## src/hdl/stsd_pkg.sv

```systemverilog
// Package for the scaled timestamp decoder.
// Holds field widths, request codes and the controller/datapath command and status types.
`default_nettype none

package stsd_pkg;

  localparam int STSD_TS_WIDTH = 32;
  localparam int REQ_W = 3;
  localparam int VAL_W = 32;
  localparam int K_W = 6;
  localparam int SN_W = 16;

  typedef enum logic [REQ_W-1:0] {
    REQ_RECORD   = 3'd0,
    REQ_SCALED   = 3'd1,
    REQ_UNSCALED = 3'd2,
    REQ_DEDUCE   = 3'd3,
    REQ_COMMIT   = 3'd4
  } req_e;

  typedef struct packed {
    logic load;
    logic set_stride;
    logic set_low;
    logic win;
    logic set_ded;
    logic mstep;
    logic dstart;
    logic dstep;
    logic fin;
    logic commit;
    logic res_val;
    logic res_fail;
    logic emit;
  } stsd_cmd_t;

  typedef struct packed {
    req_e req;
    logic k_bad;
    logic eff_zero;
    logic last;
    logic out_busy;
  } stsd_stat_t;

endpackage

`default_nettype wire

```

## src/hdl/stsd_ctrl.sv

```systemverilog
// Controller for the scaled timestamp decoder.
// One-hot sequencer that issues stsd_cmd_t commands to stsd_dp; uses stsd_pkg.
`default_nettype none

module stsd_ctrl
  import stsd_pkg::*;
(
  input  wire        clk_i,
  input  wire        rst_ni,
  input  wire        in_valid_i,
  output logic       in_stall_o,
  input  stsd_stat_t stat_i,
  output stsd_cmd_t  cmd_o
);

  typedef enum logic [5:0] {
    S_IDLE = 6'b000001,
    S_DISP = 6'b000010,
    S_WIN  = 6'b000100,
    S_MUL  = 6'b001000,
    S_DIV  = 6'b010000,
    S_FIN  = 6'b100000
  } state_e;

  state_e state_q, state_d;

  assign in_stall_o = (state_q != S_IDLE);

  always_comb begin
    state_d = state_q;
    cmd_o = '0;
    case (state_q)
      S_IDLE: begin
        if (in_valid_i) begin
          cmd_o.load = 1'b1;
          state_d = S_DISP;
        end
      end
      S_DISP: begin
        case (stat_i.req)
          REQ_RECORD: begin
            cmd_o.set_stride = 1'b1;
            state_d = S_FIN;
          end
          REQ_SCALED: begin
            if (stat_i.k_bad) begin
              cmd_o.res_fail = 1'b1;
              state_d = S_FIN;
            end else begin
              cmd_o.set_low = 1'b1;
              state_d = S_WIN;
            end
          end
          REQ_UNSCALED: begin
            if (stat_i.eff_zero) begin
              cmd_o.res_val = 1'b1;
              state_d = S_FIN;
            end else begin
              cmd_o.dstart = 1'b1;
              state_d = S_DIV;
            end
          end
          REQ_DEDUCE: begin
            cmd_o.set_ded = 1'b1;
            state_d = S_MUL;
          end
          REQ_COMMIT: begin
            cmd_o.commit = 1'b1;
            state_d = S_FIN;
          end
          default: begin
            cmd_o.res_fail = 1'b1;
            state_d = S_FIN;
          end
        endcase
      end
      S_WIN: begin
        cmd_o.win = 1'b1;
        state_d = S_MUL;
      end
      S_MUL: begin
        cmd_o.mstep = 1'b1;
        cmd_o.fin = stat_i.last;
        if (stat_i.last) begin
          state_d = S_FIN;
        end
      end
      S_DIV: begin
        cmd_o.dstep = 1'b1;
        cmd_o.fin = stat_i.last;
        if (stat_i.last) begin
          state_d = S_FIN;
        end
      end
      S_FIN: begin
        if (!stat_i.out_busy) begin
          cmd_o.emit = 1'b1;
          state_d = S_IDLE;
        end
      end
      default: begin
        state_d = S_IDLE;
      end
    endcase
  end

  always_ff @(posedge clk_i or negedge rst_ni) begin
    if (!rst_ni) begin
      state_q <= S_IDLE;
    end else begin
      state_q <= state_d;
    end
  end

`ifndef SYNTH
  a_accept_disp: assert property (@(posedge clk_i) disable iff (!rst_ni)
    in_valid_i && !in_stall_o |=> state_q == S_DISP)
    else $error("accepted word did not enter dispatch");
  a_win_to_mul: assert property (@(posedge clk_i) disable iff (!rst_ni)
    state_q == S_WIN |=> state_q == S_MUL && $past(stat_i.req) == REQ_SCALED)
    else $error("window step out of sequence");
`endif

endmodule

`default_nettype wire

```

## src/hdl/stsd_dp.sv

```systemverilog
// Datapath for the scaled timestamp decoder: context registers, LSB window,
// shift-add multiplier, restoring divider and output register. Uses stsd_pkg.
`default_nettype none

module stsd_dp
  import stsd_pkg::*;
#(
  parameter int TS_WIDTH = STSD_TS_WIDTH
) (
  input  wire               clk_i,
  input  wire               rst_ni,
  input  wire [REQ_W-1:0]   req_type_i,
  input  wire [VAL_W-1:0]   value_word_i,
  input  wire [K_W-1:0]     bits_count_i,
  input  wire [SN_W-1:0]    seq_num_i,
  output logic              out_valid_o,
  input  wire               out_stall_i,
  output logic [VAL_W-1:0]  timestamp_o,
  output logic              ok_o,
  input  stsd_cmd_t         cmd_i,
  output stsd_stat_t        stat_o
);

  localparam int W = TS_WIDTH;
  localparam int CW = $clog2(TS_WIDTH);
  localparam int KCW = K_W + 1;

  logic [W-1:0] stride_c_q, stride_c_d, scaled_c_q, scaled_c_d, offset_c_q, offset_c_d;
  logic [W-1:0] stride_p_q, stride_p_d, scaled_p_q, scaled_p_d, offset_p_q, offset_p_d;
  logic [SN_W-1:0] seq_c_q, seq_c_d;

  req_e            req_q, req_d;
  logic [W-1:0]    val_q, val_d;
  logic [K_W-1:0]  k_q, k_d;
  logic [SN_W-1:0] sn_q, sn_d;

  logic [W-1:0]  a_q, a_d, b_q, b_d, acc_q, acc_d, sc_q, sc_d;
  logic [CW-1:0] cnt_q, cnt_d;
  logic [W-1:0]  res_q, res_d;
  logic          rok_q, rok_d;

  logic              out_valid_q, out_valid_d;
  logic [VAL_W-1:0]  out_ts_q, out_ts_d;
  logic              out_ok_q, out_ok_d;

  logic [W+VAL_W-1:0] val_ext, res_ext;
  logic [W-1:0]       val_in, one, eff, mask, pwin, low, win_sc, ded_sc;
  logic [W-1:0]       mul_acc;
  logic [W:0]         rem_sh, diff;
  logic               take;
  logic [W-1:0]       div_rem, div_quo;

  assign val_ext = {{W{1'b0}}, value_word_i};
  assign val_in  = val_ext[W-1:0];
  assign res_ext = {{VAL_W{1'b0}}, res_q};
  assign one     = W'(1);

  assign eff  = (stride_p_q != '0) ? stride_p_q : stride_c_q;
  assign mask = (one << k_q) - one;
  assign pwin = (k_q <= K_W'(2)) ? '0 : ((one << (k_q - K_W'(2))) - one);
  assign low  = scaled_c_q - pwin;
  assign win_sc = a_q + ((val_q - a_q) & b_q);
  assign ded_sc = scaled_c_q + W'(sn_q) - W'(seq_c_q);

  assign mul_acc = b_q[0] ? (acc_q + a_q) : acc_q;

  assign rem_sh  = {acc_q, a_q[W-1]};
  assign diff    = rem_sh - {1'b0, b_q};
  assign take    = !diff[W];
  assign div_rem = take ? diff[W-1:0] : rem_sh[W-1:0];
  assign div_quo = {a_q[W-2:0], take};

  assign stat_o.req      = req_q;
  assign stat_o.k_bad    = (k_q == '0) || ({1'b0, k_q} > KCW'(W));
  assign stat_o.eff_zero = (eff == '0);
  assign stat_o.last     = (cnt_q == CW'(W - 1));
  assign stat_o.out_busy = out_valid_q && out_stall_i;

  always_comb begin
    stride_c_d = stride_c_q;
    scaled_c_d = scaled_c_q;
    offset_c_d = offset_c_q;
    seq_c_d    = seq_c_q;
    stride_p_d = stride_p_q;
    scaled_p_d = scaled_p_q;
    offset_p_d = offset_p_q;
    req_d = req_q;
    val_d = val_q;
    k_d   = k_q;
    sn_d  = sn_q;
    a_d   = a_q;
    b_d   = b_q;
    acc_d = acc_q;
    sc_d  = sc_q;
    cnt_d = cnt_q;
    res_d = res_q;
    rok_d = rok_q;

    if (cmd_i.load) begin
      req_d = req_e'(req_type_i);
      val_d = val_in;
      k_d   = bits_count_i;
      sn_d  = seq_num_i;
    end
    if (cmd_i.set_stride) begin
      stride_p_d = val_q;
      res_d = '0;
      rok_d = 1'b1;
    end
    if (cmd_i.res_fail) begin
      res_d = '0;
      rok_d = 1'b0;
    end
    if (cmd_i.res_val) begin
      res_d = val_q;
      rok_d = 1'b1;
    end
    if (cmd_i.set_low) begin
      a_d = low;
      b_d = mask;
    end
    if (cmd_i.win || cmd_i.set_ded) begin
      sc_d  = cmd_i.win ? win_sc : ded_sc;
      a_d   = sc_d;
      b_d   = stride_c_q;
      acc_d = offset_c_q;
      cnt_d = '0;
    end
    if (cmd_i.mstep) begin
      acc_d = mul_acc;
      a_d   = a_q << 1;
      b_d   = b_q >> 1;
      cnt_d = cnt_q + CW'(1);
      if (cmd_i.fin) begin
        res_d = mul_acc;
        rok_d = 1'b1;
        scaled_p_d = sc_q;
        stride_p_d = stride_c_q;
        offset_p_d = offset_c_q;
      end
    end
    if (cmd_i.dstart) begin
      a_d   = val_q;
      b_d   = eff;
      acc_d = '0;
      cnt_d = '0;
    end
    if (cmd_i.dstep) begin
      acc_d = div_rem;
      a_d   = div_quo;
      cnt_d = cnt_q + CW'(1);
      if (cmd_i.fin) begin
        res_d = val_q;
        rok_d = 1'b1;
        scaled_p_d = div_quo;
        offset_p_d = div_rem;
        stride_p_d = b_q;
      end
    end
    if (cmd_i.commit) begin
      seq_c_d    = sn_q;
      scaled_c_d = scaled_p_q;
      stride_c_d = stride_p_q;
      offset_c_d = offset_p_q;
      scaled_p_d = '0;
      stride_p_d = '0;
      offset_p_d = '0;
      res_d = val_q;
      rok_d = 1'b1;
    end
  end

  always_comb begin
    out_valid_d = out_valid_q;
    out_ts_d    = out_ts_q;
    out_ok_d    = out_ok_q;
    if (cmd_i.emit) begin
      out_valid_d = 1'b1;
      out_ts_d    = res_ext[VAL_W-1:0];
      out_ok_d    = rok_q;
    end else if (out_valid_q && !out_stall_i) begin
      out_valid_d = 1'b0;
    end
  end

  assign out_valid_o = out_valid_q;
  assign timestamp_o = out_ts_q;
  assign ok_o        = out_ok_q;

  always_ff @(posedge clk_i or negedge rst_ni) begin
    if (!rst_ni) begin
      stride_c_q  <= '0;
      scaled_c_q  <= '0;
      offset_c_q  <= '0;
      seq_c_q     <= '0;
      stride_p_q  <= '0;
      scaled_p_q  <= '0;
      offset_p_q  <= '0;
      out_valid_q <= 1'b0;
    end else begin
      stride_c_q  <= stride_c_d;
      scaled_c_q  <= scaled_c_d;
      offset_c_q  <= offset_c_d;
      seq_c_q     <= seq_c_d;
      stride_p_q  <= stride_p_d;
      scaled_p_q  <= scaled_p_d;
      offset_p_q  <= offset_p_d;
      out_valid_q <= out_valid_d;
    end
  end

  always_ff @(posedge clk_i) begin
    req_q    <= req_d;
    val_q    <= val_d;
    k_q      <= k_d;
    sn_q     <= sn_d;
    a_q      <= a_d;
    b_q      <= b_d;
    acc_q    <= acc_d;
    sc_q     <= sc_d;
    cnt_q    <= cnt_d;
    res_q    <= res_d;
    rok_q    <= rok_d;
    out_ts_q <= out_ts_d;
    out_ok_q <= out_ok_d;
  end

`ifndef SYNTH
  a_emit_free: assert property (@(posedge clk_i) disable iff (!rst_ni)
    cmd_i.emit |-> !(out_valid_q && out_stall_i))
    else $error("result written over a stalled word");
  a_commit_clear: assert property (@(posedge clk_i) disable iff (!rst_ni)
    cmd_i.commit |=> stride_p_q == '0 && scaled_p_q == '0 && offset_p_q == '0)
    else $error("pending set not cleared by commit");
  a_div_nonzero: assert property (@(posedge clk_i) disable iff (!rst_ni)
    cmd_i.dstep |-> b_q != '0)
    else $error("divide step with zero stride");
  a_commit_seq: assert property (@(posedge clk_i) disable iff (!rst_ni)
    cmd_i.commit |=> seq_c_q == $past(sn_q))
    else $error("sequence number not committed");
`endif

endmodule

`default_nettype wire

```

## src/hdl/scaled_timestamp_decoder.sv

```systemverilog
// Scaled timestamp decoder, top level.
// Input channel: in_valid_i / in_stall_o carry one request word (req_type_i,
//   value_word_i, bits_count_i, seq_num_i). Output channel: out_valid_o /
//   out_stall_i carry one result word (timestamp_o, ok_o) per request.
// A word moves when valid is high and stall is low at a rising clock edge.
// Record stride, commit, unknown requests, failed LSB decodes and unscaled
//   requests with zero stride go from dispatch straight to the result. Decode
//   scaled passes a window step and the multiplier, deduce from SN the
//   multiplier, and decode unscaled with a stride the divider: the shift-add
//   multiplier and the restoring divider retire one bit per cycle.
// One request is in work at a time; in_stall_o is high from accept until the
//   result is written into the output register, so the next request waits
//   behind a multiply or divide until that result is written.
// The output register holds a result while out_stall_i is high; a new request
//   can be accepted meanwhile, and its result waits until the register frees.
// Reset clears the committed and pending context to zero and empties the
//   output register.
// Uses stsd_pkg, stsd_ctrl and stsd_dp.
`default_nettype none

module scaled_timestamp_decoder
  import stsd_pkg::*;
#(
  parameter int TS_WIDTH = STSD_TS_WIDTH
) (
  input  wire              clk_i,
  input  wire              rst_ni,
  input  wire              in_valid_i,
  output logic             in_stall_o,
  input  wire [REQ_W-1:0]  req_type_i,
  input  wire [VAL_W-1:0]  value_word_i,
  input  wire [K_W-1:0]    bits_count_i,
  input  wire [SN_W-1:0]   seq_num_i,
  output logic             out_valid_o,
  input  wire              out_stall_i,
  output logic [VAL_W-1:0] timestamp_o,
  output logic             ok_o
);

  stsd_cmd_t  cmd;
  stsd_stat_t stat;

  stsd_ctrl u_ctrl (
    .clk_i      (clk_i),
    .rst_ni     (rst_ni),
    .in_valid_i (in_valid_i),
    .in_stall_o (in_stall_o),
    .stat_i     (stat),
    .cmd_o      (cmd)
  );

  stsd_dp #(
    .TS_WIDTH (TS_WIDTH)
  ) u_dp (
    .clk_i        (clk_i),
    .rst_ni       (rst_ni),
    .req_type_i   (req_type_i),
    .value_word_i (value_word_i),
    .bits_count_i (bits_count_i),
    .seq_num_i    (seq_num_i),
    .out_valid_o  (out_valid_o),
    .out_stall_i  (out_stall_i),
    .timestamp_o  (timestamp_o),
    .ok_o         (ok_o),
    .cmd_i        (cmd),
    .stat_o       (stat)
  );

endmodule

`default_nettype wire

```

## config.mk

```make
export PLATFORM = sky130hd
export DESIGN_NAME = scaled_timestamp_decoder
export DESIGN_NICKNAME = d
export VERILOG_FILES = /design/src/hdl/stsd_pkg.sv /design/src/hdl/stsd_ctrl.sv /design/src/hdl/stsd_dp.sv /design/src/hdl/scaled_timestamp_decoder.sv
export SDC_FILE = /design/constraint.sdc
export NUM_CORES = 2
export LEC_CHECK = 0
export ABC_AREA = 1
export ABC_CLOCK_PERIOD_IN_PS = 6500
export BUFFER_PORTS_ARGS = -buffer_cell sky130_fd_sc_hd__buf_4
export CELL_PAD_IN_SITES_DETAIL_PLACEMENT = 0
export CELL_PAD_IN_SITES_GLOBAL_PLACEMENT = 2
export CORE_MARGIN = 5
export CORE_UTILIZATION = 35
export CTS_BUF_LIST = sky130_fd_sc_hd__clkbuf_8
export DETAILED_ROUTE_END_ITERATION = 10
export PLACE_DENSITY_LB_ADDON = 0.12
export SYNTH_ARGS = -nofsm -noshare
export SYNTH_HDL_FRONTEND = slang
export SYNTH_SLANG_ARGS = --single-unit
```

## constraint.sdc

```tcl
create_clock -name clk_i -period 6.5 [get_ports clk_i]
set_input_delay 0.65 -clock clk_i [delete_from_list [all_inputs] [get_ports clk_i]]
set_output_delay 0.65 -clock clk_i [all_outputs]
set_load 0.005 [all_outputs]
```

After elaboration in Yosys (flattened, before gate mapping)
Cells that the tools add are included.
- $add $sub $neg: 11
- shifts and indexed selects: 2
- bitwise gates (word level): 1
- muxes and demuxes: 85
- equal/unequal tests: 15
- magnitude comparators: 2
- reduce and logical (&&, ||, !) cells: 17
- operators by type and width (operator ; count):
    32-bit 2-to-1 mux ; 42
    32-bit adder ; 2
    1-bit by 6-bit << shifter with 32-bit output (first input constant) ; 2
    32-bit by 1-bit subtractor with 32-bit output (second input constant) ; 2
    32-bit subtractor ; 2
    33-bit by 32-bit subtractor with 33-bit output ; 1
    32-bit by 16-bit adder with 32-bit output ; 1
    32-bit bitwise AND ; 1
    32-bit logical NOT ; 1
    32-bit nonzero test ; 1
    32-bit by 16-bit subtractor with 32-bit output ; 1
    6-bit 2-to-1 mux ; 5
    6-bit one-hot mux with 5 select lines ; 1
    1-bit 2-to-1 mux ; 29
    5-bit 2-to-1 mux ; 4
    6-bit one-hot mux with 3 select lines ; 1
    4-bit nonzero test ; 2
    3-bit by 2-bit equality test with 1-bit output (second input constant) ; 2
    6-bit by 1-bit equality test with 1-bit output (second input constant) ; 1
    6-bit by 2-bit equality test with 1-bit output (second input constant) ; 1
    6-bit by 3-bit equality test with 1-bit output (second input constant) ; 1
    6-bit by 4-bit equality test with 1-bit output (second input constant) ; 1
    6-bit by 5-bit equality test with 1-bit output (second input constant) ; 1
    6-bit equality test (second input constant) ; 1
    23 further kinds ; 27
- word-level logic and storage cells: 155
- bits in registers: 471

Logic depth before layout (Yosys ltp)
- depth in word-level cells: 13
- mapped depth: 41
- depth with buffers taken out: 39

Modules after synthesis
From an unflattened synthesis, not the netlist that was laid out.
- cells, all modules: 4830
- area total of the unflattened synthesis: 34893.5 um^2
- by module, submodules not included (module ; times used ; cells each ; area an instance (um^2)):
    stsd_dp ; 1 ; 4751 ; 34376.7
    stsd_ctrl ; 1 ; 79 ; 516.7

Least setup slack after synthesis
No wires, ideal clock.
- path type: register -> register
- from: register u_dp.k_q[2]
- to: register u_dp.a_q[22], data pin
- required time: 6.246 ns
- setup time: 0.254 ns
- path buffers: 2
- arrival time: 4.457 ns
- cell stages (with the launch flop): 36
- setup slack: 1.789 ns
- cells stage by stage: edfxtp_1 buf_2 inv_1 ha_1 nand3_1 xor2_1 inv_1 nand2_2 buf_4 inv_2 nand2_1 ha_1 inv_1 nor2_1 nand2_1 nor2_2 nand2_2 nor2_4 nand2_2 nor3_2 xor2_1 nand2_1 ha_1 nand2_1 nor2_1 inv_1 nor2_1 or3b_2 nand3_1 nand2_1 nand3_1 nand2_1 nand2_1 nand2_1 a21oi_1 nor2_1
- word-level cells in the longest chain between the ends: 10
- elaborated cells between the ends (all ways): 11
- RTL lines (what ; line ; text):
    from (decl) ; stsd_dp.sv:34 ; logic [K_W-1:0] k_q, k_d;
    from (signal assigned) ; stsd_dp.sv:215 ; k_q <= k_d;
    6-bit by 2-bit subtractor with 6-bit output ; stsd_dp.sv:60 ; assign pwin = (k_q <= K_W'(2)) ? '0 : ((one << (k_q - K_W'(2))) - one);
    1-bit by 6-bit << shifter with 32-bit output ; stsd_dp.sv:60 ;
    32-bit by 1-bit subtractor with 32-bit output ; stsd_dp.sv:60 ;
    32-bit 2-to-1 mux (*) ; stsd_dp.sv:60 ;
    32-bit subtractor (*) ; stsd_dp.sv:61 ; assign low = scaled_c_q - pwin;
    32-bit 2-to-1 mux (*) ; stsd_dp.sv:118 ; if (cmd_i.set_low) begin
    32-bit 2-to-1 mux (*) ; stsd_dp.sv:122 ; if (cmd_i.win || cmd_i.set_ded) begin
    32-bit 2-to-1 mux (*) ; stsd_dp.sv:129 ; if (cmd_i.mstep) begin
    32-bit 2-to-1 mux (*) ; stsd_dp.sv:142 ; if (cmd_i.dstart) begin
    32-bit 2-to-1 mux (*) ; stsd_dp.sv:148 ; if (cmd_i.dstep) begin
    via u_dp.a_d[22] ; stsd_dp.sv:37 ; logic [W-1:0] a_q, a_d, b_q, b_d, acc_q, acc_d, sc_q, sc_d;
    to (signal assigned) ; stsd_dp.sv:217 ; a_q <= a_d;
    to (decl) ; stsd_dp.sv:37 ;
Mark *: on every way through the listed nets, which the timed path passes. The rest lies on a longest branch. The select of a mux whose other input is x is not followed.
A chain may end at the register's enable or synchronous reset.

Worst setup path after layout
- from: register u_dp.k_q[2]
- to: register u_dp.a_q[29], data pin
Same word-level chain as after synthesis.

==> metrics.csv <==
metric,value,unit
synth_cell_types,58,
ys_async_sr_fraction,45.6,%
core_area,0.102,mm²
finalSetupViolCount,0,
areaGrowthSynthToFinish,12.2,%
ant_nets,0,
cts-root-buf,clkbuf_8,
criticalPathCategory,reg -> reg,
seq_area_frac_synth,35.3,%
grt_pass1_wl,245000,µm
ys_warn_count,0,
end_kind,register,
fin_skew,71.3,ps
syn_area,0.0361,mm²
clk_latency,770,ps
drcViolationCount,0,
hold-worst-slack,67.3,ps
io_buffer_count,95,
cts-buffers-inserted,93,
period_share,87.6,%
final_cell_area,0.0404,mm²
finalSetupTns,0,ps
syn_nets,5457,
path_common_cell,nand2_1,
ys.flop_type,edfxtp_1,
layout_common_cells,"nand2_1, inv_1, nor2_1",
wl_per_cell,25.3,µm
synth_edf_count,223,
vias_per_cell,5.47,
synth_top_area_share,18.6,%
ir_worst_vdd,371,µV
clock-sinks,471,
wl_met2,72500,µm
dr.pass1.iters,6,
fin_cells,6728,
vias,36800,
crit_fanout,16,
slew_viol_final,0,
hold_path_class,in -> reg,
cts.clk_slew.worst_paths,60,ps
cts_tree,done,
io_pins,96,
crit_buf_inv,5,
slowest_delay,520,ps
arrival,6260,ps
rsz0062_at_grt,false,
htree_levels,3,
start_util,35.3,%
fmaxAchievable,0.176,GHz
worst_pin_slew,1200,ps
routed_wl,170000,µm
ys_ff_latch,471,
first_iter_violations,3886,
min_period,5690,ps
grtUsageTotal,30.4,%
drive_gt1_share,6.91,%
slew_headroom,19.4,%
avgSynthCellArea,6.96,µm²
powerDensity,566,mW/mm²
multi_input_area,0.0202,mm²
nFillCells,11100,
fp.dieH,331,µm
dpl.cell_count,6529,
nNetsFinal,5553,
timing.final.hold_violations,0,
highest_layer,met4,
post_cts_resized,0,
power_leakage,19.6,nW
dp_hpwl,132000,µm
final_common_cell,nand2_1,
met3_length,11400,µm
critical_path_required,7070,ps
setup_ws,808,ps
grt_max_degree,97,
antenna_found_initial,2,
maxCapViolCount,0,
grt_pass1_vias,34400,
status,completed,
fp-row-count,117,
critPathSlowestCell,edfxtp_1,
placed_area,0.0383,mm²
place_ws,939,ps
place_congestion,0.944,
start_kind,register,
die_w,331,µm
syn_inst,5179,
dieArea,0.110,mm²
wl_met1,82400,µm
register_area,0.0127,mm²
critPathTopFamily,simple AND/OR/NAND/NOR gates,
gr-total-overflow,0,
yosys-top-cells-area,"edfxtp_1, dfrtp_1, nand2_1, ha_1, inv_1",
synth_top_cell_by_area,edfxtp_1,
cts_buffer_depth,3,
-- worst paths after layout --
| path | from | endpoint | slack [ps] | depth (start not counted) |
|---|---|---|---|---|
| max | u_dp.k_q[2] | u_dp.a_q[29] | 810 | 36 |
| min | value_word_i[12] | u_dp.val_q[12] | 70 | 1 |
| max reg2reg | u_dp.k_q[2] | u_dp.a_q[29] | 810 | 36 |
| min reg2reg | u_dp.res_q[13] | u_dp.timestamp_o[13] | 430 | 0 |
| max in group asynchronous | rst_ni | u_dp.scaled_c_q[14] | 4490 | 3 |
| min in group asynchronous | rst_ni | u_dp.scaled_c_q[28] | 540 | 2 |
-- metal layers --
metal | GRT usage, % | vias to the layer above
met4 | 6.45 | 0
met3 | 4.51 | 187
met5 | 0 | -
met2 | 45.8 | 1301
met1 | 46.2 | 17800
li1 | - | 17500
-- logic make-up (layout without fill, tap and decap cells) --
group,after synthesis,in the layout,share of synthesized area (%)
buf+inv,826,1003,8.84
mux,9,9,0.260
other cells,0,4,0
fa+ha+maj,217,217,7.97
compound gates,1037,1037,16.2
xor+xnor,86,86,2.09
flops,471,471,35.3
simple gates,2533,2533,29.3
-- synthesized netlist by cell type, types with 10 or more instances --
library cell  number
nand2_1         1389
inv_1            643
nor2_1           542
o21ai_0          404
nand3_1          401
a21oi_1          336
edfxtp_1         223
dfrtp_1          214
ha_1             196
clkbuf_1         123
nor3_1            54
xor2_1            54
nand4_1           52
o211ai_1          43
o22ai_1           43
a22oi_1           33
dfxtp_1           33
xnor2_1           32
buf_2             28
o221ai_1          26
o21ai_1           25
a21o_1            21
fa_1              21
nand3b_1          21
o21a_1            21
o21bai_1          20
a31oi_1           18
or2_2             16
a21boi_0          15
nor4_1            15
o2111ai_1         15
buf_1             13
and2_1            12
buf_4             10
-- power by group --
part / switching, W / internal [W]
logic: 0.0102 / 0.00424
registers: 0.000919 / 0.00431
clock network: 0.00153 / 0.00167
-- stage by stage --
step           utilization (%)  total power [W]
2_1_floorplan                -           0.0139
3_3_place_gp              37.6           0.0195
3_5_place_dp              37.6           0.0194
4_1_cts                   39.6           0.0227
5_1_grt                   39.6           0.0246
6_report                  39.6           0.0229
-- layout make-up --
class	instances	share of cell area [%]
clock buffer	106	3.61
clock inverter	70	1.14
sequential	471	31.5
timing repair buffer	177	3.48
antenna	4	0.0247
tap	1368	4.23
multi-input combinational	3882	50.0
inverter	650	6.05
-- what timing repair did --
item                       in CTS  in global routing
setup endpoints to repair       0                  0
setup buffers                   0                  0
hold buffers                   19                  0
hold endpoints to repair      102                  0
(Power assumes the default switching activity.)
